[src/rtl/bbat_pkg.sv]
package bbat_pkg;

  // Fraction bits of a coefficient; products are shifted down by this much.
  localparam int COEF_FRAC = 12;

  // Configuration port address width: registers sit at byte address 8*i.
  localparam int ADDR_W = 6;

  localparam logic [2:0] REG_LIN_X   = 3'd0;
  localparam logic [2:0] REG_LIN_Y   = 3'd1;
  localparam logic [2:0] REG_LIN_Z   = 3'd2;
  localparam logic [2:0] REG_SHIFT_X = 3'd3;
  localparam logic [2:0] REG_SHIFT_Y = 3'd4;
  localparam logic [2:0] REG_SHIFT_Z = 3'd5;

  localparam logic [1:0] LAST_AXIS   = 2'd2;
  localparam logic [2:0] LAST_CORNER = 3'd7;

  // Bit k of entry a is set when corner k takes axis a from the high side.
  localparam logic [2:0][7:0] HIGH_SIDE = '{8'b0011_0011, 8'b0000_1111, 8'b1001_1001};

  typedef enum logic [2:0] {
    ACT_CLEAR = 3'd0,
    ACT_BEGIN = 3'd1,
    ACT_ADD   = 3'd2,
    ACT_AABB  = 3'd3,
    ACT_OBB   = 3'd4
  } act_t;

  typedef enum logic [1:0] {
    ST_IDLE,
    ST_MUL,
    ST_DRAIN,
    ST_EMIT
  } state_t;

  typedef struct packed {
    logic       box_clear;
    logic       box_begin;
    logic       box_add;
    logic       q_start;
    logic       q_aabb;
    logic       mul_en;
    logic [1:0] row;
    logic [1:0] col;
    logic       load;
    logic [2:0] k;
  } cmd_t;

  typedef struct packed {
    logic out_free;
  } stat_t;

endpackage

[src/rtl/bbat_ctrl.sv]
module bbat_ctrl
  import bbat_pkg::*;
(
  input  logic       clk,
  input  logic       rst,
  input  logic       in_valid,
  input  logic [2:0] action,
  output logic       in_ready,
  input  stat_t      stat,
  output cmd_t       cmd
);

  state_t     state, state_next;
  logic [1:0] row, col;
  logic [2:0] k;
  logic       accept;
  act_t       act;

  assign in_ready = (state == ST_IDLE);
  assign accept   = in_valid && in_ready;
  assign act      = act_t'(action);

  always_comb begin
    state_next = state;
    unique case (state)
      ST_IDLE: begin
        if (accept && (act == ACT_AABB || act == ACT_OBB)) state_next = ST_MUL;
      end
      ST_MUL: begin
        if (row == LAST_AXIS && col == LAST_AXIS) state_next = ST_DRAIN;
      end
      ST_DRAIN: state_next = ST_EMIT;
      ST_EMIT: begin
        if (stat.out_free && k == LAST_CORNER) state_next = ST_IDLE;
      end
    endcase
  end

  always_comb begin
    cmd     = '0;
    cmd.row = row;
    cmd.col = col;
    cmd.k   = k;
    unique case (state)
      ST_IDLE: begin
        if (accept) begin
          unique case (act)
            ACT_CLEAR: cmd.box_clear = 1'b1;
            ACT_BEGIN: cmd.box_begin = 1'b1;
            ACT_ADD:   cmd.box_add   = 1'b1;
            ACT_AABB: begin
              cmd.q_start = 1'b1;
              cmd.q_aabb  = 1'b1;
            end
            ACT_OBB:   cmd.q_start   = 1'b1;
            default: ;
          endcase
        end
      end
      ST_MUL:   cmd.mul_en = 1'b1;
      ST_DRAIN: ;
      ST_EMIT:  cmd.load   = stat.out_free;
    endcase
  end

  always_ff @(posedge clk) begin
    if (rst) begin
      state <= ST_IDLE;
      row   <= '0;
      col   <= '0;
      k     <= '0;
    end else begin
      state <= state_next;
      if (cmd.mul_en) begin
        if (col == LAST_AXIS) begin
          col <= '0;
          row <= (row == LAST_AXIS) ? 2'd0 : row + 2'd1;
        end else begin
          col <= col + 2'd1;
        end
      end
      // The corner counter wraps to zero after the eighth word.
      if (cmd.load) k <= k + 3'd1;
    end
  end

  a_start_clean: assert property (@(posedge clk) disable iff (rst)
    cmd.q_start |=> (state == ST_MUL && row == 2'd0 && col == 2'd0))
    else $error("query did not start at the first coefficient");

  a_emit_end: assert property (@(posedge clk) disable iff (rst)
    (state == ST_EMIT && cmd.load && k == LAST_CORNER) |=> (state == ST_IDLE && k == 3'd0))
    else $error("query did not end after the eighth corner");

endmodule

[config.mk]
export PLATFORM = sky130hd
export DESIGN_NAME = bbat_ctrl
export DESIGN_NICKNAME = d
export VERILOG_FILES = /design/src/rtl/bbat_pkg.sv /design/src/rtl/bbat_ctrl.sv
export SDC_FILE = /design/constraint.sdc
export NUM_CORES = 1
export LEC_CHECK = 0
export ABC_CLOCK_PERIOD_IN_PS = 1300
export BUFFER_PORTS_ARGS = -buffer_cell sky130_fd_sc_hd__buf_2
export CAP_MARGIN = 20
export CORE_AREA = 2 2 40 42
export DETAILED_ROUTE_END_ITERATION = 16
export DIE_AREA = 0 0 42 44
export GPL_TIMING_DRIVEN = 0
export MAX_ROUTING_LAYER = met4
export PLACE_DENSITY = 0.68
export SLEW_MARGIN = 30
export SYNTH_ARGS = -nofsm -noshare
export SYNTH_HDL_FRONTEND = slang
export SYNTH_SLANG_ARGS = --single-unit
[constraint.sdc]
create_clock -name clk -period 1.3 [get_ports clk]
set_input_delay 0.26 -clock clk [delete_from_list [all_inputs] [get_ports clk]]
set_output_delay 0.26 -clock clk [all_outputs]
set_load 0.02 [all_outputs]
# == Word-level counts from Yosys, hierarchy flattened ==
# Index checks and enable logic that the tools add are counted.
# classes
n_addsub,3
eq_ne,13
n_mux,15
reduce_logical,10
# ops
operator,count
2-bit 2-to-1 mux,5
5-bit 2-to-1 mux,2
"2-bit == test, second input constant",4
2-bit case mux with 4 select lines,1
1-bit 2-to-1 mux,7
"3-bit by 2-bit == test with 1-bit output, second input constant",2
"3-bit == test, second input constant",2
"2-bit by 1-bit adder with 2-bit output, second input constant",2
1-bit logical AND,4
"2-bit != test, second input constant",2
"3-bit by 1-bit adder with 3-bit output, second input constant",1
"3-bit by 1-bit == test with 1-bit output, second input constant",1
3-bit logical NOT,1
3-bit AND reduction,1
"2-bit by 1-bit == test with 1-bit output, second input constant",1
2-bit logical NOT,1
"2-bit by 1-bit != test with 1-bit output, second input constant",1
2-bit AND reduction,1
2-bit OR reduction,1
1-bit logical OR,1
# word_totals
ff_bits,9
inputBits,7
wordCells,45

# == Logic depth before layout (Yosys ltp) ==
# depth
ltp_word,5
ltp_mapped,6

# == Worst setup path after synthesis ==
# Ideal clock, no wire load.
# synth_timing
path_kind,reg-to-output
start,reg state[1]
end,out cmd[13] in the netlist's numbering
t_arrival_ns,1.479
t_required_ns,1.040
path_slack_ns,-0.439
path_stages_with_launch,5
path_cell_list,dfxtp_1 inv_1 ha_1 nand2_1 nor4_1
# synth_rtl
item,line_no,rtl
"start, declared",bbat_ctrl.sv:13,"state_t state, state_next;"
"start signal, assigned",bbat_ctrl.sv:73,state <= state_next;
"end, declared",bbat_ctrl.sv:10,output cmd_t cmd

==> results.json <==
{
  "status": "complete, but fails checks",
  "violations": "negative setup slack",
  "synth-compound-area-share_pct": 17.6,
  "vias_per_cell": 5.18,
  "hold_viol_final": 0,
  "power.density_mw_per_mm2": 1310,
  "timing.rr.start": "state[0]",
  "antenna_found_initial": 0,
  "antenna_cells": 0,
  "slew_headroom_pct": 72.7,
  "crit_fanout": 3,
  "grt_setup_unrepaired": "true",
  "port_buffers": 20,
  "ys_types": 21,
  "grt_usage_pct": 18.5,
  "fin_skew_ns": 0.00255,
  "fmax_ghz": 0.638,
  "grt-ovfl-total": 0,
  "cp-end-kind": "output pin",
  "synth_nets": 80,
  "place.gp.congestion": 0.744,
  "clkTransAtPathRegs_ns": 0.06,
  "cts_root_buf": "clkbuf_4",
  "cp.arrival_ns": 1.31,
  "worstSetupStartpointType": "flip-flop",
  "start_util_pct": 37.6,
  "drive_above_1_share_pct": 57.6,
  "vias": 596,
  "final_common_cell": "buf_2",
  "path_class": "flip-flop to output pin",
  "seq_area_frac_synth_pct": 33.8,
  "htree_levels": 1,
  "synthAdderAreaFrac_pct": 14.1,
  "stdcell_count": 115,
  "die_h_um": 44,
  "postSynthCellCount": 67,
  "avgSynthCellArea_sq_um": 7.96,
  "place_ws_ns": -0.100,
  "synth_top_family_by_area": "simple AND/OR/NAND/NOR gates",
  "dp_hpwl_um": 875,
  "synth-simple-area-share_pct": 29.3,
  "final_cell_mix": "buf_2 (12), a21oi_1 (9), buf_6 (9)",
  "peakVddDrop_uv": 564,
  "wl_mm": 1.31,
  "drtPass1Iterations": 4,
  "setup_ws_ns": -0.266,
  "synth_warnings": 0,
  "netlist_area_sq_um": 533,
  "p_leak_nw": 0.396,
  "coreArea_sq_mm": 0.00142,
  "setup_viol": 10,
  "synthMuxAreaShare_pct": 0,
  "holdCritStartpoint": "rst",
  "clock_latency_ns": 0.26,
  "fp.dieW_um": 42,
  "clock_path_buffers": 2,
  "finalCriticalPeriod_ns": 1.57,
  "num_rows": 14,
  "final_util_pct": 64.7,
  "fin_setup_tns_ns": -1.48,
  "timing.final.crit_share_pct": 120,
  "synth.top_cells.by_area": "dfxtp_1 (34%), ha_1 (14%), a21oi_1 (8.5%), nand2_1 (8.5%), nor2_1 (7.7%)",
  "die-area_sq_mm": 0.00185,
  "drc": 0,
  "drt_iter0_drc": 3,
  "synth_xor_area_share_pct": 1.64,
  "nNetsFinal": 113,
  "slew_viol_final": 0,
  "grt_pass1_wl_mm": 2.49,
  "worstHoldPathType": "primary input to flip-flop",
  "synth.top_cell.area_share_pct": 33.8,
  "cpPeakStageDelay_ns": 0.34,
  "worstPathRequired_ns": 1.04,
  "critical_path.cell_chain": "inv_2 > ha_4 > nand2_4 > nor2_4 > and3_4 > buf_6",
  "max_cap_viol_count": 0,
  "synth_seq_cells": 9,
  "worstMarginPinSlew_ns": 0.410,
  "io_pins": 22,
  "synthToLayoutAreaGrowth_pct": 72.3,
  "wl_per_cell_um": 11.4,
  "fill_cells": 123,
  "clock-sinks": 9,
  "cp_slowest_cell": "dfxtp_2",
  "synth_top_area_cell": "dfxtp_1",
  "grt_max_degree": 10,
  "drtAntennaViolNets": 0,
  "cts_tree": "done",
  "numCtsBuffers": 3,
  "startpoint": "state[0]",
  "grt_pass1_vias": 615,
  "dp.cells": 103
}
==> path summary, 6_finish.rpt <==
path	to	cells past startpoint	slack [ns]
worst max-delay path	cmd[9]	6	-0.27
worst min-delay path	row[1]	2	0.36
worst max register to register	state[0]	6	-0.11
worst min register to register	k[1]	2	0.48
==> final cells by class <==
cell class / count / area (sq um) / share of cell area [%]
multi-input cells: 53 / 449 / 48.9
plain buffers: 1 / 3.75 / 0.409
clock buffers: 4 / 26.3 / 2.86
well taps: 16 / 20.0 / 2.18
repair buffers: 28 / 214 / 23.3
flip-flops and latches: 9 / 185 / 20.2
inverters: 4 / 20.0 / 2.18
==> power breakdown <==
part	total, mW	switching, mW	internal [mW]
logic	0.627	0.318	0.309
registers	0.352	0.0389	0.313
clock network	0.220	0.102	0.119
==> cells in the mapped netlist (all sizes together) <==
cell type and instances:
a211oi 1, a21o 1, a21oi 9, a22oi 1, and3 1, clkbuf 1, dfxtp 9, ha 6
inv 4, nand2 12, nand3 1, nand3b 2, nand4b 1, nand4bb 1, nor2 11, nor3 2
nor3b 1, nor4 1, o311ai 1, xor2 1
==> critical path: cells and delay by family (launching register included) <==
kind	cells	cell delay, ns
DFF	1	0.34
adders and majority gates	1	0.15
buffers and inverters	2	0.18
and+or+nand+nor	3	0.39
==> per-stage QoR <==
step                      hold slack [ns]  area, sq um  power, mW
after floorplan                     0.498          601      0.685
after global placement              0.453          721      0.775
after detailed placement            0.467          721      0.794
after CTS                           0.352          871       1.17
after global routing                0.396          918       1.29
final                               0.362          918       1.20
==> repair_timing <==
action,in CTS,in global routing
pin swaps,7,6
hold buffers,0,0
resized for setup,21,11
endpoints found under the setup margin,9,13
buffers inserted,7,1
==> kinds of logic after synthesis <==
family | count (synthesis)
adder cells (fa/ha/maj) | 6
buffers and inverters | 5
AO/OA/AOI/OAI | 13
AND/OR/NAND/NOR | 33
flip-flops | 9
XOR/XNOR | 1
==> flip-flops by register name, summed over array words and instances, names as in the netlist <==
signal / cells
state: 2
k: 3
row: 2
col: 2
==> metal layers <==
metal	track usage, %	wire length [um]	vias up
li1	-	-	294
met4	11.6	21	0
met5	-	0	-
met3	3.75	47	4
met1	18.9	530	283
met2	32.5	714	15
Power figures use the tool's default switching activity.
