===== config.mk =====
export PLATFORM = sky130hd
export DESIGN_NAME = bbat_dp
export DESIGN_NICKNAME = d
export VERILOG_FILES = /design/src/rtl/bbat_pkg.sv /design/src/rtl/bbat_dp.sv
export SDC_FILE = /design/constraint.sdc
export NUM_CORES = 2
export LEC_CHECK = 0
export BUFFER_PORTS_ARGS = -buffer_cell sky130_fd_sc_hd__buf_2
export CAP_MARGIN = 30
export CORE_ASPECT_RATIO = 1.1
export CORE_UTILIZATION = 40
export CTS_CLUSTER_DIAMETER = 60
export DETAILED_ROUTE_END_ITERATION = 8
export GPL_TIMING_DRIVEN = 1
export MAX_ROUTING_LAYER = met4
export PLACE_DENSITY = 0.6
export SLEW_MARGIN = 20
export SYNTH_ARGS = -nofsm -noshare
export SYNTH_HDL_FRONTEND = slang
export SYNTH_SLANG_ARGS = --single-unit
export TNS_END_PERCENT = 30

===== constraint.sdc =====
create_clock -name clk -period 10.2 [get_ports clk]
set_input_delay 1.02 -clock clk [delete_from_list [all_inputs] [get_ports clk]]
set_output_delay 1.02 -clock clk [all_outputs]
set_load 0.02 [all_outputs]

===== src/rtl/bbat_pkg.sv =====
package bbat_pkg;

  // Fraction bits of a coefficient; products are shifted down by this much.
  localparam int COEF_FRAC = 12;

  // Configuration port address width: registers sit at byte address 8*i.
  localparam int ADDR_W = 6;

  localparam logic [2:0] REG_LIN_X   = 3'd0;
  localparam logic [2:0] REG_LIN_Y   = 3'd1;
  localparam logic [2:0] REG_LIN_Z   = 3'd2;
  localparam logic [2:0] REG_SHIFT_X = 3'd3;
  localparam logic [2:0] REG_SHIFT_Y = 3'd4;
  localparam logic [2:0] REG_SHIFT_Z = 3'd5;

  localparam logic [1:0] LAST_AXIS   = 2'd2;
  localparam logic [2:0] LAST_CORNER = 3'd7;

  // Bit k of entry a is set when corner k takes axis a from the high side.
  localparam logic [2:0][7:0] HIGH_SIDE = '{8'b0011_0011, 8'b0000_1111, 8'b1001_1001};

  typedef enum logic [2:0] {
    ACT_CLEAR = 3'd0,
    ACT_BEGIN = 3'd1,
    ACT_ADD   = 3'd2,
    ACT_AABB  = 3'd3,
    ACT_OBB   = 3'd4
  } act_t;

  typedef enum logic [1:0] {
    ST_IDLE,
    ST_MUL,
    ST_DRAIN,
    ST_EMIT
  } state_t;

  typedef struct packed {
    logic       box_clear;
    logic       box_begin;
    logic       box_add;
    logic       q_start;
    logic       q_aabb;
    logic       mul_en;
    logic [1:0] row;
    logic [1:0] col;
    logic       load;
    logic [2:0] k;
  } cmd_t;

  typedef struct packed {
    logic out_free;
  } stat_t;

endpackage


===== src/rtl/bbat_dp.sv =====
module bbat_dp
  import bbat_pkg::*;
#(
  parameter int COORD_W = 32,
  parameter int COEF_W  = 16
) (
  input  logic                      clk,
  input  logic                      rst,
  input  cmd_t                      cmd,
  output stat_t                     stat,
  input  logic [2:0][3*COEF_W-1:0]  lin_row,
  input  logic [2:0][COORD_W-1:0]   shift,
  input  logic signed [COORD_W-1:0] pos_x,
  input  logic signed [COORD_W-1:0] pos_y,
  input  logic signed [COORD_W-1:0] pos_z,
  output logic                      out_valid,
  input  logic                      out_ready,
  output logic [2:0]                corner_index,
  output logic signed [COORD_W-1:0] corner_x,
  output logic signed [COORD_W-1:0] corner_y,
  output logic signed [COORD_W-1:0] corner_z,
  output logic                      last_corner,
  output logic                      box_valid
);

  localparam int PROD_W = COORD_W + COEF_W;
  localparam int TERM_W = PROD_W - COEF_FRAC;
  localparam int SUM_W  = ((TERM_W > COORD_W) ? TERM_W : COORD_W) + 2;

  localparam logic signed [SUM_W-1:0] SAT_MAX =
    {{(SUM_W-COORD_W+1){1'b0}}, {(COORD_W-1){1'b1}}};
  localparam logic signed [SUM_W-1:0] SAT_MIN = ~SAT_MAX;

  localparam logic signed [COORD_W-1:0] BEGIN_LOW  = {1'b0, {(COORD_W-1){1'b1}}};
  localparam logic signed [COORD_W-1:0] BEGIN_HIGH = {1'b1, {(COORD_W-2){1'b0}}, 1'b1};

  logic signed [COORD_W-1:0] low  [3];
  logic signed [COORD_W-1:0] high [3];
  logic signed [COORD_W-1:0] pos  [3];
  logic                      flag;
  logic                      mode_aabb;

  logic signed [COEF_W-1:0]  coef;
  logic signed [PROD_W-1:0]  prod_a, prod_b;
  logic                      pend;
  logic [1:0]                pend_row, pend_col;
  logic signed [TERM_W-1:0]  term_a, term_b;
  logic signed [TERM_W-1:0]  lo_term [3][3];
  logic signed [TERM_W-1:0]  hi_term [3][3];

  logic signed [SUM_W-1:0]   sum [3];
  logic [2:0][COORD_W-1:0]   sat;

  assign pos[0] = pos_x;
  assign pos[1] = pos_y;
  assign pos[2] = pos_z;

  assign stat.out_free = !out_valid || out_ready;

  // Box state: clear, begin and add vertex each write the box registers as they are taken.
  always_ff @(posedge clk) begin
    if (rst) begin
      for (int i = 0; i < 3; i++) begin
        low[i]  <= '0;
        high[i] <= '0;
      end
      flag <= 1'b0;
    end else if (cmd.box_clear) begin
      for (int i = 0; i < 3; i++) begin
        low[i]  <= '0;
        high[i] <= '0;
      end
      flag <= 1'b0;
    end else if (cmd.box_begin) begin
      for (int i = 0; i < 3; i++) begin
        low[i]  <= BEGIN_LOW;
        high[i] <= BEGIN_HIGH;
      end
      flag <= 1'b1;
    end else if (cmd.box_add) begin
      for (int i = 0; i < 3; i++) begin
        if (pos[i] < low[i])  low[i]  <= pos[i];
        if (pos[i] > high[i]) high[i] <= pos[i];
      end
    end
  end

  always_ff @(posedge clk) begin
    if (cmd.q_start) mode_aabb <= cmd.q_aabb;
  end

  // One coefficient per cycle, multiplied by the low and the high coordinate
  // of its input axis on two multipliers.
  assign coef = $signed(lin_row[cmd.row][cmd.col*COEF_W +: COEF_W]);

  always_ff @(posedge clk) begin
    if (cmd.mul_en) begin
      prod_a   <= coef * low[cmd.col];
      prod_b   <= coef * high[cmd.col];
      pend_row <= cmd.row;
      pend_col <= cmd.col;
    end
  end

  always_ff @(posedge clk) begin
    if (rst) pend <= 1'b0;
    else     pend <= cmd.mul_en;
  end

  always_comb begin
    term_a = TERM_W'(prod_a >>> COEF_FRAC);
    term_b = TERM_W'(prod_b >>> COEF_FRAC);
  end

  // For the AABB query the terms are ordered here, so that the corner sums
  // only have to pick a side per term.
  always_ff @(posedge clk) begin
    if (pend) begin
      if (mode_aabb && term_b < term_a) begin
        lo_term[pend_row][pend_col] <= term_b;
        hi_term[pend_row][pend_col] <= term_a;
      end else begin
        lo_term[pend_row][pend_col] <= term_a;
        hi_term[pend_row][pend_col] <= term_b;
      end
    end
  end

  always_comb begin
    logic sel;
    for (int i = 0; i < 3; i++) begin
      sum[i] = SUM_W'($signed(shift[i]));
      for (int j = 0; j < 3; j++) begin
        sel    = mode_aabb ? HIGH_SIDE[i][cmd.k] : HIGH_SIDE[j][cmd.k];
        sum[i] = sum[i] + (sel ? SUM_W'(hi_term[i][j]) : SUM_W'(lo_term[i][j]));
      end
      if (sum[i] > SAT_MAX)      sat[i] = SAT_MAX[COORD_W-1:0];
      else if (sum[i] < SAT_MIN) sat[i] = SAT_MIN[COORD_W-1:0];
      else                       sat[i] = sum[i][COORD_W-1:0];
    end
  end

  always_ff @(posedge clk) begin
    if (rst) begin
      out_valid <= 1'b0;
    end else if (cmd.load) begin
      out_valid <= 1'b1;
    end else if (out_ready) begin
      out_valid <= 1'b0;
    end
  end

  always_ff @(posedge clk) begin
    if (cmd.load) begin
      corner_index <= cmd.k;
      corner_x     <= sat[0];
      corner_y     <= sat[1];
      corner_z     <= sat[2];
      last_corner  <= (cmd.k == LAST_CORNER);
      box_valid    <= flag;
    end
  end

  a_load_free: assert property (@(posedge clk) disable iff (rst)
    cmd.load |-> stat.out_free)
    else $error("corner word loaded over one not yet taken");

  a_last_flag: assert property (@(posedge clk) disable iff (rst)
    out_valid |-> (last_corner == (corner_index == LAST_CORNER)))
    else $error("last corner flag disagrees with corner index");

  a_store_follows: assert property (@(posedge clk) disable iff (rst)
    cmd.mul_en |=> pend)
    else $error("product not stored after multiply");

endmodule


; Yosys cells after proc, flatten, opt, wreduce, memory -nomap -nowiden
; Memory sizes are Yosys's and may differ from the RTL's.
; Cells that the tools add are included.
[totals]
output_inout_bits = 103
mem_bits_rw = 840
regBits = 205
word_cells = 604
n_memories = 7
inputBits = 353
mem_bits_ro = 24
[memory_table]
columns = memory, depth, width, read_ports, rd_ports_with_merged_regs, write_ports, line
row1 = hi_term, 3, 108, 3, 0, 1, bbat_dp.sv:49  ; logic signed [TERM_W-1:0] hi_term [3][3];
row2 = lo_term, 3, 108, 3, 0, 1, bbat_dp.sv:48  ; logic signed [TERM_W-1:0] lo_term [3][3];
row3 = high, 3, 32, 4, 0, 3, bbat_dp.sv:38  ; logic signed [COORD_W-1:0] high [3];
row4 = low, 3, 32, 4, 0, 3, bbat_dp.sv:37  ; logic signed [COORD_W-1:0] low [3];
row5 = (no name shown), 8, 1, 1, 0, 0, bbat_dp.sv:134  ; sel = mode_aabb ? HIGH_SIDE[i][cmd.k] : HIGH_SIDE[j][cmd.k];
row6 = (no name shown), 8, 1, 1, 0, 0, bbat_dp.sv:134
row7 = 1 more memories, --, --, --, --, --, --
[op_classes]
n_reduce_logical = 6
magnitude_cmp = 17
mul = 2
muxes = 312
bitwise = 235
eq_ne = 1
add_sub_neg = 9
shift = 1
[op_table]
columns = operator, count
row1 = 32-bit 2-to-1 mux, 21
row2 = 38-bit 2-to-1 mux, 9
row3 = 1-bit 2-to-1 mux, 276
row4 = 1-bit OR, 234
row5 = 38-bit adder, 6
row6 = 108-bit 2-to-1 mux, 2
row7 = 32-bit by 38-bit adder with 38-bit output, 3
row8 = "38-bit by 32-bit > comparator with 1-bit output, second input constant", 3
row9 = "38-bit by 32-bit less-than comparator with 1-bit output, second input constant", 3
row10 = 48-bit binary-select mux with 2-bit select, 1
row11 = 32-bit > comparator, 3
row12 = 32-bit less-than comparator, 3
row13 = 16-bit by 32-bit multiplier with 48-bit output, 2
row14 = 36-bit demux with 2-bit select, 1
row15 = 48-bit 2-to-1 mux, 1
row16 = 48-bit by 7-bit variable part select with 16-bit output, 1
row17 = 36-bit less-than comparator, 1
row18 = 36-bit 2-to-1 mux, 1
row19 = "3-bit by 4-bit less-than comparator with 1-bit output, second input constant", 1
row20 = "3-bit == test, second input constant", 1
row21 = "3-bit greater-or-equal comparator, second input constant", 1
row22 = "2-bit by 3-bit less-than comparator with 1-bit output, second input constant", 1
row23 = "3-bit by 1-bit less-than comparator with 1-bit output, second input constant", 1
row24 = 2-bit NOT with 3-bit output, 1
row25 = 5 further kinds, 6

; Logic depth before layout (Yosys ltp)
[logic_depth]
word_depth = 9
mapped_depth = 35
depth_no_buf = 30

; Worst setup path before layout
; Ideal clock, no wire load.
[synth_path]
kind = input to register
startpoint = in cmd[7] in the netlist's numbering
endpoint = reg prod_a[42], data pin
path_slack_ns = 0.985
path_buffers = 5
t_arrival_ns = 8.949
setup_time_ns = 0.266
t_required_ns = 9.934
path_stages = 31
cell_sequence = buf_2 > buf_1 > clkbuf_1 > mux4_2 > a22oi_1 > nor2_1 > a21oi_1 > clkbuf_1 > nor2_1 > fa_1 > inv_1 > fa_1 > fa_1 > inv_1 > fa_1 > fa_1 > inv_1 > fa_1 > inv_1 > ha_1 > clkbuf_1 > nand2_1 > nor2_1 > nand3_1 > or4_4 > a311oi_2 > o31a_2 > a21oi_2 > o31a_1 > o31ai_2 > xor2_1
[synth_via]
elab_chain_cells = 4
[synth_rtl]
columns = element, line
row1 = "start, declared", bbat_dp.sv:9  ; input cmd_t cmd,
row2 = 48-bit binary-select mux with 2-bit select, bbat_dp.sv:94  ; assign coef = $signed(lin_row[cmd.row][cmd.col*COEF_W +: COEF_W]);
row3 = 48-bit 2-to-1 mux (not written as such), bbat_dp.sv:94
row4 = 48-bit by 7-bit variable part select with 16-bit output, bbat_dp.sv:94
row5 = 16-bit by 32-bit multiplier with 48-bit output, bbat_dp.sv:98  ; prod_a <= coef * low[cmd.col];
row6 = "end signal, assigned", bbat_dp.sv:98
row7 = "end, declared", bbat_dp.sv:44  ; logic signed [PROD_W-1:0] prod_a, prod_b;
; No other way between the ends. The select of a mux whose other input is x is not followed.
; A chain may end at the register's enable or synchronous reset.

; Worst setup path after layout
[layout_path]
startpoint = in cmd[7] in the netlist's numbering
endpoint = reg prod_a[45], data pin
; Same word-level chain as after synthesis.

==> tab_implementation.tex <==
\begin{tabular}{lr}
\hline
Metric & Value \\
\hline
\multicolumn{2}{l}{\textbf{Timing}} \\
Crit path setup slack, layout & approximately 0.8 ns \\
Worst Clk Skew & about 0.13 ns \\
Period utilization & just over 90\% \\
Min Clock Period, post-route & roughly 9.4 ns \\
Slew at the pin with the worst max-slew slack & approximately 1.0 ns \\
Highest attainable clock frequency & roughly 0.11 GHz \\
Number of pins exceeding their max-slew limit in the final report & 0 \\
Fin. Hold Viols & 0 \\
RSZ-0062 raised after global routing & no \\
\# setup viols final & 0 \\
Setup TNS Final & 0 ns \\
Headroom to the max-slew limit & between 30\% and 40\% \\
\multicolumn{2}{l}{\textbf{Routing}} \\
Initial drt markers & 4929 \\
Antenna Nets Post-Route & 0 \\
Via Count & $\sim$67000 \\
Avg Vias per Cell & around 5.4 \\
Drt wl/cell & approximately 25 um \\
Routed wire length & roughly 320000 um \\
Detailed-route DRC error count & 78 \\
1st-pass router iterations & 9 \\
\multicolumn{2}{l}{\textbf{Global routing}} \\
Via count of the first global-routing pass & approximately 70000 \\
Pin count of the biggest net entering global routing & 98 \\
Global-route wire length before repair & around 460000 um \\
Overflow left after global routing & 0 \\
Number of antenna violations at the first check in global routing & between 40 and 50 \\
Global Route Usage Sum & between 20\% and 30\% \\
\multicolumn{2}{l}{\textbf{Outcome}} \\
Status & finished with violations \\
Failing checks & DRC \\
\multicolumn{2}{l}{\textbf{Placed design}} \\
Placement Setup Slack & between 0.0015 and 0.002 ns \\
Count of input and output buffers & about 460 \\
Final weighted congestion in routability-driven placement & approximately 0.97 \\
DP Wirelength & $\sim$260000 um \\
\multicolumn{2}{l}{\textbf{Critical path}} \\
Startpoint types & primary input \\
Critical Setup Path Class & primary input to register \\
Nature of the critical path endpoint & register \\
Origin of the critical flop-to-flop path & low[0][6] \\
FF-to-FF path depth & 24 \\
Worst Path Max Fanout & 41 \\
Library cell contributing the largest single delay on the critical path & sky130\_fd\_sc\_hd\_\_and2b\_1 \\
Reg-to-reg endpoint & prod\_a[45] \\
Critical Path Source & cmd[7] \\
Worst path top cell family by delay & adder cells \\
Signal arrival time at the worst endpoint & 9.90 ns \\
Worst reg-to-reg setup slack & approximately 2.2 ns \\
Most used cell, CP & sky130\_fd\_sc\_hd\_\_fa\_1 \\
Number of buffer and inverter stages on the critical path & 8 \\
Delay of the slowest cell on the worst path & 0.80 ns \\
Required arrival time at the worst endpoint & roughly 11 ns \\
\multicolumn{2}{l}{\textbf{Pwr}} \\
Static leakage & 0.04732 uW \\
Final total power & 27050 uW \\
Pwr dens & around 260 nW/um\^{}2 \\
Worst IR drop on VDD & around 0.19 mV \\
\multicolumn{2}{l}{\textbf{Worst hold path}} \\
Hold Crit Endpoint & mode\_aabb \\
Min-Delay Startpoint & cmd[9] \\
Classification of the worst-slack hold path & primary input to register \\
Hold depth & 1 \\
\multicolumn{2}{l}{\textbf{Synth}} \\
Largest family of logic cells by synthesized area & adder cells \\
Top-area cell type share of the netlist area & approximately a third \\
Synth unique cells & 91 \\
Fraction of the mapped netlist area in compound gates & under 10\% \\
Post-synthesis net count & around 11000 \\
Number of synthesis warnings & 0 \\
Async set-reset flop share out of synthesis & 0\% \\
Post-synthesis share of cell area spent on xor and xnor gates & about 1.7\% \\
Leading register cell type out of synthesis & sky130\_fd\_sc\_hd\_\_edfxtp\_1 \\
Area fraction in and, or, nand and nor cells after synthesis & 8.937\% \\
Sequential-to-total area share from yosys stat & $\sim$33\% \\
Number of flip-flops and latches in the synthesized netlist & 1021 \\
Adder-cell share of the synthesized area & about a third \\
Avg Synthesized Cell Area & 10.82 sq um \\
Most area-consuming cells after synthesis & sky130\_fd\_sc\_hd\_\_edfxtp\_1, sky130\_fd\_sc\_hd\_\_fa\_1, sky130\_fd\_sc\_hd\_\_ha\_1 \\
Gate count of the mapped netlist & slightly below 9000 \\
Proportion of synthesized area in mux cells & under 10\% \\
Area leader, netlist & sky130\_fd\_sc\_hd\_\_edfxtp\_1 \\
Count of flip-flops with a built-in enable after synthesis & 1018 \\
Synthesized cell area & $\sim$94000 sq um \\
\multicolumn{2}{l}{\textbf{Clock network}} \\
Sinks on the clock net & 1021 \\
Post-CTS Hold Fix Bufs & 0 \\
Clock root buffer & sky130\_fd\_sc\_hd\_\_clkbuf\_16 \\
Clock latency of the later-clocked register in the worst-skew pair & just over 0.8 ns \\
Number of buffers added by the clock tree synthesis step & 118 \\
Clock-pin slew reported for the worst setup and hold paths after clock tree synthesis & approximately 0.060 ns \\
Clock tree from TritonCTS & built \\
Post-CTS sizing & 0 \\
Number of buffers added for setup after CTS & 0 \\
Largest buffer count on any clock path & 3 \\
H-tree levels & 3 \\
\multicolumn{2}{l}{\textbf{Final layout}} \\
Net count of the finished layout & around 11000 \\
Leading cell type in the layout, fill and taps excluded & sky130\_fd\_sc\_hd\_\_inv\_1 \\
Leading cell types in the layout, fill and taps excluded & sky130\_fd\_sc\_hd\_\_inv\_1, sky130\_fd\_sc\_hd\_\_fa\_1, sky130\_fd\_sc\_hd\_\_edfxtp\_1 \\
Area Growth Syn to Fin & 12.28\% \\
Layout filler cell count & roughly 22000 \\
Share of post-route cells with drive strength above 1 & approximately 15\% \\
\multicolumn{2}{l}{\textbf{Die}} \\
Chip height & $\sim$510 um \\
Core area & between 200000 and 250000 sq um \\
Floorplan die width & 464.6 um \\
Cell row count & between 150 and 200 \\
Initial core utilization & between 40\% and 50\% \\
Number of ports placed on the die boundary & 456 \\
Die ar. & roughly 240000 sq um \\
\multicolumn{2}{l}{\textbf{Run}} \\
\# Max-Cap Violations & 0 \\
\hline
\end{tabular}
==> flip-flops by register name, indices dropped and copies added, names as in the netlist, 2 cells and up <==
| name | cells |
|---|---|
| hi_term | 324 |
| lo_term | 324 |
| high | 96 |
| low | 96 |
| prod_a | 36 |
| prod_b | 36 |
| corner_x | 32 |
| corner_y | 32 |
| corner_z | 32 |
| corner_index | 3 |
| pend_col | 2 |
| pend_row | 2 |
==> cells in the mapped netlist, types with 27 or more instances <==
cell,n
sky130_fd_sc_hd__a31oi_1,29
sky130_fd_sc_hd__nand2b_1,39
sky130_fd_sc_hd__nor3_1,45
sky130_fd_sc_hd__nor2_1,561
sky130_fd_sc_hd__a21oi_1,282
sky130_fd_sc_hd__edfxtp_1,1018
sky130_fd_sc_hd__nand3_1,85
sky130_fd_sc_hd__clkbuf_1,261
sky130_fd_sc_hd__nand4_1,69
sky130_fd_sc_hd__nand2_1,739
sky130_fd_sc_hd__o21ai_0,200
sky130_fd_sc_hd__xnor2_1,101
sky130_fd_sc_hd__o21ai_1,63
sky130_fd_sc_hd__inv_1,1686
sky130_fd_sc_hd__o21bai_1,41
sky130_fd_sc_hd__o211ai_1,32
sky130_fd_sc_hd__fa_1,1189
sky130_fd_sc_hd__mux2i_1,278
sky130_fd_sc_hd__ha_1,558
sky130_fd_sc_hd__o21a_1,94
sky130_fd_sc_hd__a21o_1,292
sky130_fd_sc_hd__and3_1,82
sky130_fd_sc_hd__a211oi_1,27
sky130_fd_sc_hd__buf_2,36
sky130_fd_sc_hd__nor2b_1,151
sky130_fd_sc_hd__xor2_1,79
sky130_fd_sc_hd__mux2_2,361
==> metrics by stage <==
stage | area, sq um | std cells | hold WS (ns) | util [%]
detailed placement | 101400 | 12181 | 0.5047 | 43.41
floorplan | 94150 | 8702 | 0.4090 | -
global route | 105700 | 12445 | 0.3167 | 45.24
CTS | 105600 | 12405 | 0.2984 | 45.18
finish | 105700 | 12449 | 0.3600 | 45.24
global placement | 101400 | 12175 | 0.4753 | 43.38
==> area by class of cell <==
cell class                 count  area, sq um  share of cell area, %
sequential                  1021        30630                  28.98
tap                         3102         3881                  3.672
inverter                    1687         6332                  5.991
clock buffer                 145         3114                  2.946
antenna                       41        102.6                0.09706
multi-input combinational   5673        56210                  53.17
clock inverter                79         1015                 0.9600
timing repair buffer         701         4423                  4.184
==> where the power goes <==
group          internal [uW]  switching, uW
clock network           2580           1870
logic                   6060           9970
registers               6050            529
total                  14700          12400
==> layer usage <==
layer  global-route usage, %  part of all wire (%)  vias up  wire, um
met1                   34.42                    41    34042    131400
met2                   44.86                    48     2495    151200
met3                   3.766                   6.4      510     20210
met4                   10.26                   4.4        0     13980
li1                        -                     -    29673         -
met5                       -                     0        -         0
==> cell families (layout without fill, tap and decap cells) <==
family          count (synthesis)  in the layout
mux                           657            657
buf+inv                      2008           2612
fa+ha+maj                    1747           1747
other cells                     0             41
compound gates               1212           1212
xor+xnor                      180            180
simple gates                 1877           1877
flops                        1021           1021
==> how the worst max path moves through the flow <==
stage | to | cells after the start
floorplan | prod_a[42] | 31
global placement | prod_a[41] | 29
detailed placement | prod_a[41] | 29
CTS | prod_a[45] | 29
global route | prod_a[45] | 27
finish | prod_a[45] | 29
Note: power is estimated with default switching activity, not from simulation.
