`src/rtl/bbat_pkg.sv`:
```
package bbat_pkg;

  // Fraction bits of a coefficient; products are shifted down by this much.
  localparam int COEF_FRAC = 12;

  // Configuration port address width: registers sit at byte address 8*i.
  localparam int ADDR_W = 6;

  localparam logic [2:0] REG_LIN_X   = 3'd0;
  localparam logic [2:0] REG_LIN_Y   = 3'd1;
  localparam logic [2:0] REG_LIN_Z   = 3'd2;
  localparam logic [2:0] REG_SHIFT_X = 3'd3;
  localparam logic [2:0] REG_SHIFT_Y = 3'd4;
  localparam logic [2:0] REG_SHIFT_Z = 3'd5;

  localparam logic [1:0] LAST_AXIS   = 2'd2;
  localparam logic [2:0] LAST_CORNER = 3'd7;

  // Bit k of entry a is set when corner k takes axis a from the high side.
  localparam logic [2:0][7:0] HIGH_SIDE = '{8'b0011_0011, 8'b0000_1111, 8'b1001_1001};

  typedef enum logic [2:0] {
    ACT_CLEAR = 3'd0,
    ACT_BEGIN = 3'd1,
    ACT_ADD   = 3'd2,
    ACT_AABB  = 3'd3,
    ACT_OBB   = 3'd4
  } act_t;

  typedef enum logic [1:0] {
    ST_IDLE,
    ST_MUL,
    ST_DRAIN,
    ST_EMIT
  } state_t;

  typedef struct packed {
    logic       box_clear;
    logic       box_begin;
    logic       box_add;
    logic       q_start;
    logic       q_aabb;
    logic       mul_en;
    logic [1:0] row;
    logic [1:0] col;
    logic       load;
    logic [2:0] k;
  } cmd_t;

  typedef struct packed {
    logic out_free;
  } stat_t;

endpackage

```
`src/rtl/bbat_regs.sv`:
```
module bbat_regs
  import bbat_pkg::*;
#(
  parameter int COORD_W = 32,
  parameter int COEF_W  = 16,
  parameter int DATA_W  = 64
) (
  input  logic                            clk,
  input  logic                            rst,
  input  logic                            psel,
  input  logic                            penable,
  input  logic                            pwrite,
  input  logic [ADDR_W-1:0]               paddr,
  input  logic [DATA_W-1:0]               pwdata,
  output logic [DATA_W-1:0]               prdata,
  output logic                            pready,
  output logic [2:0][3*COEF_W-1:0]        lin_row,
  output logic [2:0][COORD_W-1:0]         shift
);

  logic [2:0] idx;
  logic       wr;

  assign idx    = paddr[ADDR_W-1:3];
  assign wr     = psel && penable && pwrite;
  assign pready = 1'b1;

  always_ff @(posedge clk) begin
    if (rst) begin
      for (int i = 0; i < 3; i++) begin
        lin_row[i] <= (3*COEF_W)'(1) << (COEF_FRAC + i*COEF_W);
        shift[i]   <= '0;
      end
    end else if (wr) begin
      unique case (idx)
        REG_LIN_X:   lin_row[0] <= pwdata[3*COEF_W-1:0];
        REG_LIN_Y:   lin_row[1] <= pwdata[3*COEF_W-1:0];
        REG_LIN_Z:   lin_row[2] <= pwdata[3*COEF_W-1:0];
        REG_SHIFT_X: shift[0]   <= pwdata[COORD_W-1:0];
        REG_SHIFT_Y: shift[1]   <= pwdata[COORD_W-1:0];
        REG_SHIFT_Z: shift[2]   <= pwdata[COORD_W-1:0];
        default: ;
      endcase
    end
  end

  always_comb begin
    unique case (idx)
      REG_LIN_X:   prdata = DATA_W'(lin_row[0]);
      REG_LIN_Y:   prdata = DATA_W'(lin_row[1]);
      REG_LIN_Z:   prdata = DATA_W'(lin_row[2]);
      REG_SHIFT_X: prdata = DATA_W'(shift[0]);
      REG_SHIFT_Y: prdata = DATA_W'(shift[1]);
      REG_SHIFT_Z: prdata = DATA_W'(shift[2]);
      default:     prdata = '0;
    endcase
  end

endmodule

```
`config.mk`:
```
export PLATFORM = sky130hd
export DESIGN_NAME = bbat_regs
export DESIGN_NICKNAME = d
export VERILOG_FILES = /design/src/rtl/bbat_pkg.sv /design/src/rtl/bbat_regs.sv
export SDC_FILE = /design/constraint.sdc
export NUM_CORES = 1
export LEC_CHECK = 0
export CAP_MARGIN = 20
export CELL_PAD_IN_SITES_DETAIL_PLACEMENT = 0
export CELL_PAD_IN_SITES_GLOBAL_PLACEMENT = 2
export CORE_UTILIZATION = 34
export DETAILED_ROUTE_END_ITERATION = 16
export DONT_BUFFER_PORTS = 1
export GPL_ROUTABILITY_DRIVEN = 0
export GPL_TIMING_DRIVEN = 0
export PLACE_DENSITY = 0.72
export REMOVE_ABC_BUFFERS = 1
export SLEW_MARGIN = 20
export SYNTH_ARGS = -nofsm -noshare
export SYNTH_HDL_FRONTEND = slang
export SYNTH_SLANG_ARGS = --single-unit
```
`constraint.sdc`:
```
create_clock -name clk -period 1.5 [get_ports clk]
set_input_delay 0.3 -clock clk [delete_from_list [all_inputs] [get_ports clk]]
set_output_delay 0.3 -clock clk [all_outputs]
set_load 0.02 [all_outputs]
```
Word level (Yosys, flattened, before mapping)
Cells that the tools add are included.
- output and inout bits: 305
- register bits: 240
- logic and storage cells: 21
- input bits: 75
- reductions and logical operators: 9
- muxes and demuxes: 1
- equal/unequal tests: 5
- operators by type and width (operator ; number):
    $pmux W48 S6 ; 1
    $reduce_and A2 Y1 ; 6
    $eq A3 B2 Y1 const B ; 2
    $eq A3 B3 Y1 const B ; 2
    $eq A3 B1 Y1 const B ; 1
    $logic_not A3 Y1 ; 1
    $logic_and A1 B1 Y1 ; 2

Logic depth before layout (Yosys ltp)
Gate-level depths: netlist of the first run.
- depth after elaboration: 3
- gate-level depth with buffers: 7
- gate-level depth less buffers: 3

Least setup slack after synthesis of the first run
Ideal clock, no wire load.
- path kind: input-to-output
- from: input paddr[3]
- to: output prdata[0]
- stages: 5
- path slack: -0.283 ns
- arrival time: 1.483 ns
- data required time: 1.200 ns
- buffers on the path: 2
- cell sequence: buf_4 buf_2 nor2_2 a22oi_1 o21ai_0
- cells in the longest elaborated chain, start to end: 2
- ends and longest elaborated chain (item ; line ; text):
    start: declaration ; bbat_regs.sv:13 ; input logic [ADDR_W-1:0] paddr,
    $eq A3 B3 Y1 (tied with other cells) ; bbat_regs.sv:48 ; unique case (idx)
    $pmux W48 S6 (*) ; bbat_regs.sv:48 ;
    end: declaration ; bbat_regs.sv:15 ; output logic [DATA_W-1:0] prdata,
Mark *: on every way between the ends. The rest lies on a longest branch, timed or not.

Final worst setup path of the first run
- from: register shift[3] (netlist bit)
- to: output prdata[3]
- cells in the longest elaborated chain, start to end: 1
- ends and longest elaborated chain (item ; line ; text):
    start: declaration ; bbat_regs.sv:18 ; output logic [2:0][COORD_W-1:0] shift
    $pmux W48 S6 ; bbat_regs.sv:48 ;
No other way between the ends.

==> impl_results.md, run 1 <==
- Synth Register Bits: 240
- Placed wire-length estimate: roughly 23000 µm
- Hold Path End: shift[7]
- CP Max Fanout: 3
- Max-cap check violation count: 0
- Final setup fails: 48
- FF-to-FF setup slack: approximately 0.090 ns
- Comb power frac: just over 7%
- RR Endpoint: lin_row[111]
- Primary FF master, synth: dfxtp_1
- DRC: 0
- Num CTS Buffers: 28
- Via-to-Cell Ratio: 5.510
- Root Buffer: clkbuf_16
- Rel. slew slack: 26.45%
- Distinct cells, synth: 36
- Setup crit start kind: register
- RSZ-0062 raised after global routing: yes
- Crit share post-route: 131.2%
- Critical Path End Type: output pin
- Initial antenna violation count: 1
- Met2 WL: 20940 µm
- Reg2reg start: lin_row[111]
- Worst-case hold slack: 0.01968 ns
- Ant diodes: 0
- Cell count after synthesis: 1169
- Worst VDD drop: 0.0007410 V
- Post-synth EDFFs: 0
- Hold Vio Cnt, Final: 0
- WL per Instance: 24.68 µm
- Clock transition at path regs: about 0.060 ns
- Number of global-route vias before repair: just over 10k
- Critical Path RT: 1.20 ns
- Fill count: 3050
- Initial Utilization: between 30% and 40%
- Detailed Route WL: 43720 µm
- Flop pwr share: a little under half
- Clock skew: 0 ns
- Static Leak: between 6 and 7 nW
- Max Freq: between 0.5 and 0.6 GHz
- Most frequent cell after synthesis: dfxtp_1
- Share of the core filled with cells: 48.35%
- Synthesized cell area: 11590 µm²
- Grt ovf: 0
- Min-delay src: pwdata[7]
- Synth Warn #: 0
- Pwr Density: 874.9 nW/µm²
- Share of layout cells above drive strength 1: 34.69%
- DRT antenna net count: 0
- Period minus WS final: 1.969 ns
- Core Region: 33530 µm²
- Die ar.: 34840 µm²
- Die X: 186.7 µm
- Post-Synth Adder-Cell Area: 0%
- Max-slew violation count: 0
- # rows: 67
- Failing checks: negative setup slack
- Int Pwr: ~11 mW
- Total track usage: approximately a quarter
- Post-Route M1 WL: around 18000 µm
- WP data arrival: 1.67 ns
- Area growth syn-to-layout: 39.84%
- Largest area contributor in the netlist: dfxtp_1
- Top cells by count, synth: dfxtp_1 (240), nand2b_1 (239), mux2i_1 (208)
- Post-synthesis mux area share: 24.37%
- CTS Buffer Depth: 3
- Top-area cell type share of the netlist area: 41.44%
- Hold path cells: 2
- Finished Layout Cells: 1771
- Placed Cells: around 1.5k
- Worst slew pin tran: 1.103 ns
- Clk network pwr share: ~48%
- # port buffers: 0
- I/O Pins: 380
- R2R depth: 3
- Kind of critical path: register to output pin
- Worst Hold Class: input pin to register
- First-pass GRT wire length: 65230 µm
- Sequential share of the synthesized area: 41.44%
- # H-tree levels: 1
- Synth Area in Simple Gates: 17.00%
- Die height: 186.7 µm
- Vias: around 10k
- Pin count of the biggest net entering global routing: 184
- Outcome: finished with violations
- NetSw: roughly 3.4 mW
- Clk_lat worst skew: 0.53 ns
- Compound-gate portion of the synthesized area: 11.02%
- DRT Pass-1 Iters: 4
- Largest family of logic cells by synthesized area: multiplexers
- Area share of xor/xnor cells in the synthesized design: 0%
- Met3 routed WL: roughly 3700 µm
- Mean Syn Cell Area: 9.918 µm²
- Post-Place Worst Slack: -1.452 ns
- Clock sinks: 240
- CTS tree: built
- Nets@finish: 1378
- FFs w/ async S/R, synth: 0%
- Fin worst setup slack: -0.4685 ns
- Iter 0 DRT Violations: 464
- Sw Share: about a quarter
- Synth top area cells: dfxtp_1 (41%), mux2i_1 (18%), nand2b_1 (13%), mux2_2 (6.0%), o21ai_0 (2.8%)
- Top sig layer: met5
registers in the layout (all words and copies together) (netlist names):
signal   cells
lin_row    144
shift       96
power groups by stage:
stage          Combinational [mW]  Clock, mW  Sequential, mW
4_1_cts                     0.967       6.93            6.41
3_3_place_gp                0.642          0            6.67
5_1_grt                      1.07       7.24            6.39
2_1_floorplan               0.488          0            6.65
3_5_place_dp                0.684          0            6.67
6_report                     1.02       6.77            6.39
worst max-delay path by stage:
| stage | startpoint | endpoint | depth (start not counted) |
|---|---|---|---|
| 5_1_grt | shift[3] | prdata[3] | 2 |
| 3_5_place_dp | paddr[3] | lin_row[18] | 5 |
| 4_1_cts | shift[22] | prdata[22] | 2 |
| 3_3_place_gp | paddr[5] | shift[26] | 3 |
| 6_report | shift[3] | prdata[3] | 2 |
| 2_1_floorplan | paddr[5] | shift[0] | 3 |
cells by family after synthesis:
family          Yosys count
compound gates          204
buf+inv                 124
flops                   240
mux                     272
other cells               2
simple gates            327
layout by cell type, fill, tap and decap left out, drive strengths merged, types with 23 or more instances in the layout:
cell type      n
o21ai         69
a21oi         55
nor2          23
mux2          62
mux2i        208
nand3         47
dfxtp        240
a22oi         35
clkbuf        45
nand2b       239
dlygate4sd3  191
critical path, cell delays in order, from the launching register on:
cell and delay, ns:
dfxtp_4 0.38, mux4_2 0.48, a22o_4 0.26
timing repair:
action	4_1_cts	5_1_grt
hold buffers	194	0
gates resized for setup	394	99
gates cloned	1	1
endpoints found under the hold margin	219	0
setup endpoints to repair	108	94
pin swaps	56	42
buffers inserted	2	4
routing by layer:
| metal | track usage (%) | up-vias |
|---|---|---|
| met5 | 0 | - |
| met4 | 5.359 | 2 |
| met3 | 7.203 | 53 |
| met2 | 40.56 | 359 |
| met1 | 30.14 | 4967 |
| li1 | - | 4377 |
layout make-up:
cell class              instances  area (µm²)  share of cell area (%)
clock inverters                 5       32.53                  0.2006
well taps                     448       560.5                   3.457
inverters                       1       8.758                 0.05402
repair buffers                210        2217                   13.68
flip-flops and latches        240        5263                   32.46
clock buffers                  45       885.9                   5.464
multi-input cells             822        7246                   44.69
through the flow:
| stage | instance area (µm²) | TNS, ns | power [mW] |
|---|---|---|---|
| 6_report | 16210 | -13.30 | 14.19 |
| 3_5_place_dp | 11780 | -119.69 | 7.357 |
| 3_3_place_gp | 11510 | -678.98 | 7.315 |
| 2_1_floorplan | 10950 | -198.96 | 7.139 |
| 5_1_grt | 16210 | -15.58 | 14.70 |
| 4_1_cts | 15690 | -14.87 | 14.31 |
Power figures use the tool's default switching activity.
==> run 2: changes to the inputs <==
- ABC_AREA: unset -> 1
- CORE_UTILIZATION: 34 -> 29
- RECOVER_POWER: unset -> 25
==> impl_results.md, run 2 <==
- DRT antenna net count: 0 (unchanged)
- Finished Layout Cells: 2381 (+34%)
- Hold Path End: lin_row[42]
- Pin count of the biggest net entering global routing: 102 (-45%)
- Biggest regs: lin_row x144, shift x96
- Nets@finish: 1908 (+38%)
- Flop pwr share: 42.6% (-2.5 points)
- Detailed Route WL: 49590 µm (+13%)
- Clock sinks: 240 (unchanged)
- Iter 0 DRT Violations: 683 (+47%)
- Fill count: 4231 (+39%)
- Tot Pwr: 15.12 mW (+6.6%)
- Max Freq: 0.5914 GHz (+16%)
- R2R depth: 2 (-1)
- Setup_tns: -6.961 ns (+6.338 ns)
- Clk network pwr share: 48.6% (+0.8 points)
- Int Pwr: 11.10 mW (+3.2%)
- Clock skew: 0 ns (unchanged)
- Hold path cells: 4 (+2)
- Synth Register Bits: 240 (unchanged)
- Synth Warn #: 0 (unchanged)
- WL per Instance: 20.83 µm (-16%)
- Outcome: finished with violations
- Kind of critical path: register to output pin
- Sw Share: 26.60% (+2.4 points)
- Static Leak: 6.523 nW (+5.5%)
- Seq. cell area: 5456 µm² (+3.7%)
- Final Instance Area: 15350 µm² (-5.3%)
- Fin worst setup slack: -0.1910 ns (+0.2776 ns)
- Max-cap check violation count: 0 (unchanged)
- Most frequent cell after synthesis: nor2_1
- Period minus WS final: 1.691 ns (-0.2776 ns)
- Setup crit start kind: register
- Total track usage: 23.45% (-0.62 points)
- Reg2reg start: lin_row[140]
- RSZ-0062 raised after global routing: yes
- FFs w/ async S/R, synth: 0% (unchanged)
- CTS Buffer Depth: 3 (unchanged)
- Sequential share of the synthesized area: 41.00% (-0.44 points)
- Via-to-Cell Ratio: 4.958 (-10%)
- Pwr Density: 984.6 nW/µm² (+13%)
- WP data arrival: 1.39 ns (-0.28 ns)
- # port buffers: 0 (unchanged)
- RR Endpoint: lin_row[140]
- Ant diodes: 0 (unchanged)
- Post-synth EDFFs: 0 (unchanged)
- Worst Hold Class: input pin to register
- Top cells by count, synth: nor2_1 (532), nand2_1 (471), nand3_1 (259)
- Mean Syn Cell Area: 6.328 µm² (-36%)
- Rel. slew slack: 41.30% (+15 points)
- Die height: 203.0 µm (+8.8%)
- Area growth syn-to-layout: 31.01%
- Worst VDD drop: 0.0008621 V (+16%)
- Worst slew pin tran: 0.8805 ns (-0.2227 ns)
- Max-slew violation count: 0 (unchanged)
- Num CTS Buffers: 30 (+7.1%)
- Clock transition at path regs: 0.06 ns (about the same)
- # rows: 73 (+9.0%)
- Largest area contributor in the netlist: dfxtp_1
- Synth top area cells: dfxtp_1 (41%), nor2_1 (17%), nand2_1 (15%), nand3_1 (11%), nand4_1 (3.4%)
- Area of the multi-input gates: 6533 µm² (-9.8%)
- Failing checks: negative setup slack
- Crit share post-route: 112.7% (-19 points)
- Top-area cell type share of the netlist area: 41.00% (-0.44 points)
- Share of layout cells above drive strength 1: 26.56% (-8.1 points)
- Critical Path RT: 1.20 ns (about the same)
- Top reg by flops: lin_row
- Cell count after synthesis: 1852 (+58%)
- Primary FF master, synth: dfxtp_1
- NetSw: 4.021 mW (+17%)
- Die ar.: 41220 µm² (+18%)
- Placed Cells: 2264 (+49%)
- # H-tree levels: 1 (unchanged)
- Placed wire-length estimate: 28570 µm (+23%)
- Core Region: 39820 µm² (+19%)
- CP Max Fanout: 3 (unchanged)
- Die X: 203.0 µm (+8.8%)
- Comb power frac: 8.9% (+1.7 points)
- Commonest cells after routing, fill and taps aside: nor2_1 (501), nand2_1 (409), nand3_1 (226)
- CTS tree: built
- Critical Path End Type: output pin
- I/O Pins: 380 (unchanged)
- DRC: 0 (unchanged)
- Root Buffer: clkbuf_16
- Final setup fails: 92 (+92%)
- Commonest non-fill, non-tap cell in the layout: nor2_1
- Hold Vio Cnt, Final: 0 (unchanged)
- Distinct cells, synth: 20 (-44%)
- Number of global-route vias before repair: 11.26k (+12%)
- First-pass GRT wire length: 73350 µm (+12%)
- Min-delay src: pwdata[42]
- Initial Utilization: 29.43% (-5.1 points)
- DRT Pass-1 Iters: 5 (+1)
- Max reg flops: 144 (unchanged)
- Clk_lat worst skew: 0.56 ns (+0.03 ns)
- Placed cell areas: 12370 µm² (+5.0%)
- FF-to-FF setup slack: 0.76 ns (+0.67 ns)
- Initial antenna violation count: 1 (unchanged)
- Vias: 11.80k (+21%)
- Grt ovf: 0 (unchanged)
- Synthesized cell area: 11720 µm² (+1.1%)
## run 2: cell types whose count changed in the layout (fill, tap and decap cells not counted), sizes merged, moves of 44 or more
cell,before,now
mux2,62,0
nand3,47,262
dlygate4sd3,191,17
nand4,0,64
inv,1,87
nand2b,239,0
nand2,5,471
buf,17,61
nor2,23,545
mux2i,208,0
o21ai,69,3
## run 2: how the worst max path moves through the flow
stage	cells after the start	slack (ns)	to	startpoint
after detailed placement	7	-1.66	shift[6]	paddr[5]
after global placement	2	-6.14	lin_row[12]	rst
final	4	-0.19	prdata[29]	lin_row[77]
after CTS	4	-0.27	prdata[29]	shift[93]
after floorplan	2	-2.87	lin_row[12]	rst
after global routing	4	-0.26	prdata[11]	shift[11]
## run 2: layout make-up
class	count	share of cell area (%)
inverter	85	2.421
clock buffer	51	6.194
clock inverter	4	0.2934
multi-input combinational	1388	42.55
sequential	240	35.54
timing repair inverter	4	0.1956
timing repair buffer	84	8.525
tap	525	4.279
## run 2: cell families (layout without fill, tap and decap cells)
kind of cell / count (synthesis) / in the layout / share of synthesized area, %
buffers and inverters: 242 / 228 / 10.04
other: 2 / 17 / 0.06409
AND/OR/NAND/NOR: 1339 / 1342 / 47.66
AO/OA/AOI/OAI: 29 / 29 / 1.238
flip-flops: 240 / 240 / 41.00
## run 2: routing by layer
| metal | routed length [µm] | vias to the layer above | share of wire (%) | GRT usage [%] |
|---|---|---|---|---|
| met5 | 0 | - | 0 | 0 |
| met4 | 840 | 0 | 1.7 | 5.397 |
| met3 | 4328 | 52 | 8.7 | 7.175 |
| met2 | 23450 | 371 | 47 | 39.70 |
| met1 | 20970 | 5606 | 42 | 28.96 |
| li1 | - | 5775 | - | - |
## run 2: what timing repair did
action / CTS / global route
endpoints found under the setup margin: 274 / 84
gates cloned: 11 / 1
hold endpoints to repair: 46 / 0
setup buffers: 30 / 6
hold buffers: 17 / 0
pin swaps: 52 / 53
resized for setup: 484 / 95
## run 2: stage by stage
stage | setup WS (ns) | util, % | hold WS, ns
2_1_floorplan | -2.867 | - | 0.4262
3_3_place_gp | -6.143 | 29.07 | 0.4296
3_5_place_dp | -1.663 | 31.05 | 0.4399
4_1_cts | -0.2660 | 38.00 | 0.0001930
5_1_grt | -0.2561 | 38.55 | 0.02759
6_report | -0.1910 | 38.55 | 0.01960
## run 2: power groups by stage
stage / registers (mW) / clock network [mW] / logic, mW
6_report: 6.43 / 7.34 / 1.34
5_1_grt: 6.44 / 7.83 / 1.47
3_3_place_gp: 6.80 / 0 / 1.23
2_1_floorplan: 6.75 / 0 / 0.796
3_5_place_dp: 6.80 / 0 / 1.12
4_1_cts: 6.49 / 7.53 / 1.35
## run 2: critical path: stages (launching register included)
cell	delay [ns]
dfxtp_4	0.38
nand4_1	0.11
nand2_2	0.08
nor2_4	0.16
nand2_4	0.10
==> run 3: changes to the inputs <==
==> constraint.sdc (replaced) <==
create_clock -name clk -period 1.5 [get_ports clk]
set_input_delay 0.075 -clock clk [delete_from_list [all_inputs] [get_ports clk]]
set_output_delay 0.075 -clock clk [all_outputs]
set_load 0.02 [all_outputs]
==> impl_results.md, run 3 (synthesis results as in run 2) <==
- R2R depth: 3 (+1)
- Max Freq: 0.6842 GHz (+16%)
- Share of layout cells above drive strength 1: 18.72% (-7.8 points)
- Outcome: finished with violations
- Die ar.: 41220 µm² (unchanged)
- Final setup fails: 0 (-100%)
- Clk network pwr share: 48.2% (-0.4 points)
- Critical Path RT: 1.42 ns (+0.22 ns)
- Comb power frac: 8.6% (-0.3 points)
- # rows: 73 (unchanged)
- Total track usage: 22.76% (-0.69 points)
- Rel. slew slack: 28.58% (-13 points)
- Hold Vio Cnt, Final: 2 (+2)
- CTS tree: built
- Core Region: 39820 µm² (unchanged)
- Pin count of the biggest net entering global routing: 102 (unchanged)
- Biggest regs: lin_row x144, shift x96
- Critical Path End Type: output pin
- CP Max Fanout: 3 (unchanged)
- Static Leak: 6.190 nW (-5.1%)
- Worst slew pin tran: 1.068 ns (+0.1873 ns)
- Commonest cells after routing, fill and taps aside: nor2_1 (512), nand2_1 (434), nand3_1 (247)
- NetSw: 3.982 mW (-0.98%)
- Ant diodes: 0 (unchanged)
- Iter 0 DRT Violations: 699 (+2.3%)
- Vias: 11.89k (+0.70%)
- Area growth syn-to-layout: 27.29%
- Grt ovf: 0 (unchanged)
- Initial Utilization: 29.43% (unchanged)
- Clock skew: 0 ns (unchanged)
- DRC: 0 (unchanged)
- Via-to-Cell Ratio: 4.930 (-0.55%)
- Placed cell areas: 12370 µm² (unchanged)
- Hold path cells: 4 (unchanged)
- Flop pwr share: 43.2% (+0.6 points)
- Clock transition at path regs: 0.06 ns (about the same)
- RSZ-0062 raised after global routing: yes
- Int Pwr: 11.25 mW (+1.4%)
- Top reg by flops: lin_row
- Placed wire-length estimate: 28570 µm (unchanged)
- CTS Buffer Depth: 3 (unchanged)
- Worst-case hold slack: -0.001416 ns (-0.02102 ns)
- Max reg flops: 144 (unchanged)
- Finished Layout Cells: 2411 (+1.3%)
- Kind of critical path: register to output pin
- Commonest non-fill, non-tap cell in the layout: nor2_1
- Final Instance Area: 14920 µm² (-2.8%)
- Sw Share: 26.14% (-0.46 points)
- Worst VDD drop: 0.0008390 V (-2.7%)
- Initial antenna violation count: 0 (-1)
- Setup crit start kind: register
- DRT Pass-1 Iters: 6 (+1)
- Crit share post-route: 97.44% (-15 points)
- Clock sinks: 240 (unchanged)
- Number of global-route vias before repair: 11.16k (-0.86%)
- # H-tree levels: 1 (unchanged)
- DRT antenna net count: 0 (unchanged)
- Detailed Route WL: 48360 µm (-2.5%)
- Die X: 203.0 µm (unchanged)
- # port buffers: 0 (unchanged)
- Period minus WS final: 1.462 ns (-0.2294 ns)
- Placed Cells: 2264 (unchanged)
- Clk_lat worst skew: 0.57 ns (about the same)
- Worst Hold Class: input pin to register
- First-pass GRT wire length: 71900 µm (-2.0%)
- Max-slew violation count: 0 (unchanged)
- Max-cap check violation count: 0 (unchanged)
- Root Buffer: clkbuf_16
- Pwr Density: 1021 nW/µm² (+3.7%)
- I/O Pins: 380 (unchanged)
- Failing checks: negative hold slack
- Num CTS Buffers: 30 (unchanged)
- WL per Instance: 20.06 µm (-3.7%)
- WP data arrival: 1.39 ns (about the same)
- Die height: 203.0 µm (unchanged)
- Nets@finish: 1938 (+1.6%)
[run 3: changes by cell type in the layout (fill, tap and decap cells not counted), moves of 11 or more]
cell / previous run / this run
dfxtp_4: 150 / 55
dlygate4sd3_1: 17 / 77
dfxtp_2: 71 / 119
dfxtp_1: 19 / 66
nand2_1: 409 / 434
nand2_4: 23 / 2
nand3_1: 226 / 247
nand3_4: 19 / 2
buf_4: 21 / 7
buf_6: 12 / 0
nor2_2: 31 / 19
nor2_1: 501 / 512
[run 3: critical path: stages (launching register included)]
cell and delay, ns:
dfxtp_2 0.37, nand3_1 0.10, nand2_1 0.07, nor2_2 0.15
nand2_2 0.12
[run 3: path summary, 6_finish.rpt]
kind / from / end / slack [ns]
setup / recovery: lin_row[24] / prdata[24] / 0.04
hold / removal: rst / shift[23] / -0.001
hold reg to reg: shift[18] / shift[18] / 0.54
setup reg to reg: lin_row[140] / lin_row[140] / 0.24
[run 3: per-stage QoR]
stage               hold slack [ns]  setup slack (ns)  TNS (ns)  util (%)  total power [mW]
finish                    -0.001416           0.03843         0     37.46             15.23
global placement             0.2046            -5.918  -1554.23     29.07             8.029
global route               0.006610          -0.03032   -0.1649     37.46             15.86
CTS                        -0.08954          -0.04017  -0.04884     36.58             15.48
floorplan                    0.2012            -2.642   -674.69         -             7.549
detailed placement           0.2149            -1.438   -205.86     31.05             7.916
[run 3: final cells by class]
| cell class | count | area (µm²) |
|---|---|---|
| fill | 4241 | 24910 |
| multi-input combinational | 1387 | 6088 |
| sequential | 240 | 5160 |
| timing repair buffer | 117 | 1624 |
| clock buffer | 51 | 950.9 |
| tap | 525 | 656.9 |
| inverter | 85 | 374.1 |
| clock inverter | 4 | 45.04 |
| timing repair inverter | 2 | 17.52 |
[run 3: power groups by stage]
stage / logic, mW / registers, mW / clock network (mW)
2_1_floorplan: 0.796 / 6.75 / 0
3_3_place_gp: 1.23 / 6.80 / 0
3_5_place_dp: 1.12 / 6.80 / 0
4_1_cts: 1.30 / 6.65 / 7.54
5_1_grt: 1.44 / 6.59 / 7.83
6_report: 1.31 / 6.58 / 7.34
[run 3: what timing repair did]
action	4_1_cts	5_1_grt
endpoints found under the hold margin	240	15
pin swaps	9	29
cloned	4	0
setup endpoints to repair	185	61
buffers inserted	5	4
hold buffers	76	3
resized for setup	215	105
[run 3: per-layer routing]
layer  share of wire, %  global-route usage, %  vias up
met3                8.8                  6.629       43
met1                 43                  28.98     5614
li1                   -                      -     5825
met5                  0                      0        -
met2                 47                  38.01      405
met4                1.4                  4.592        0
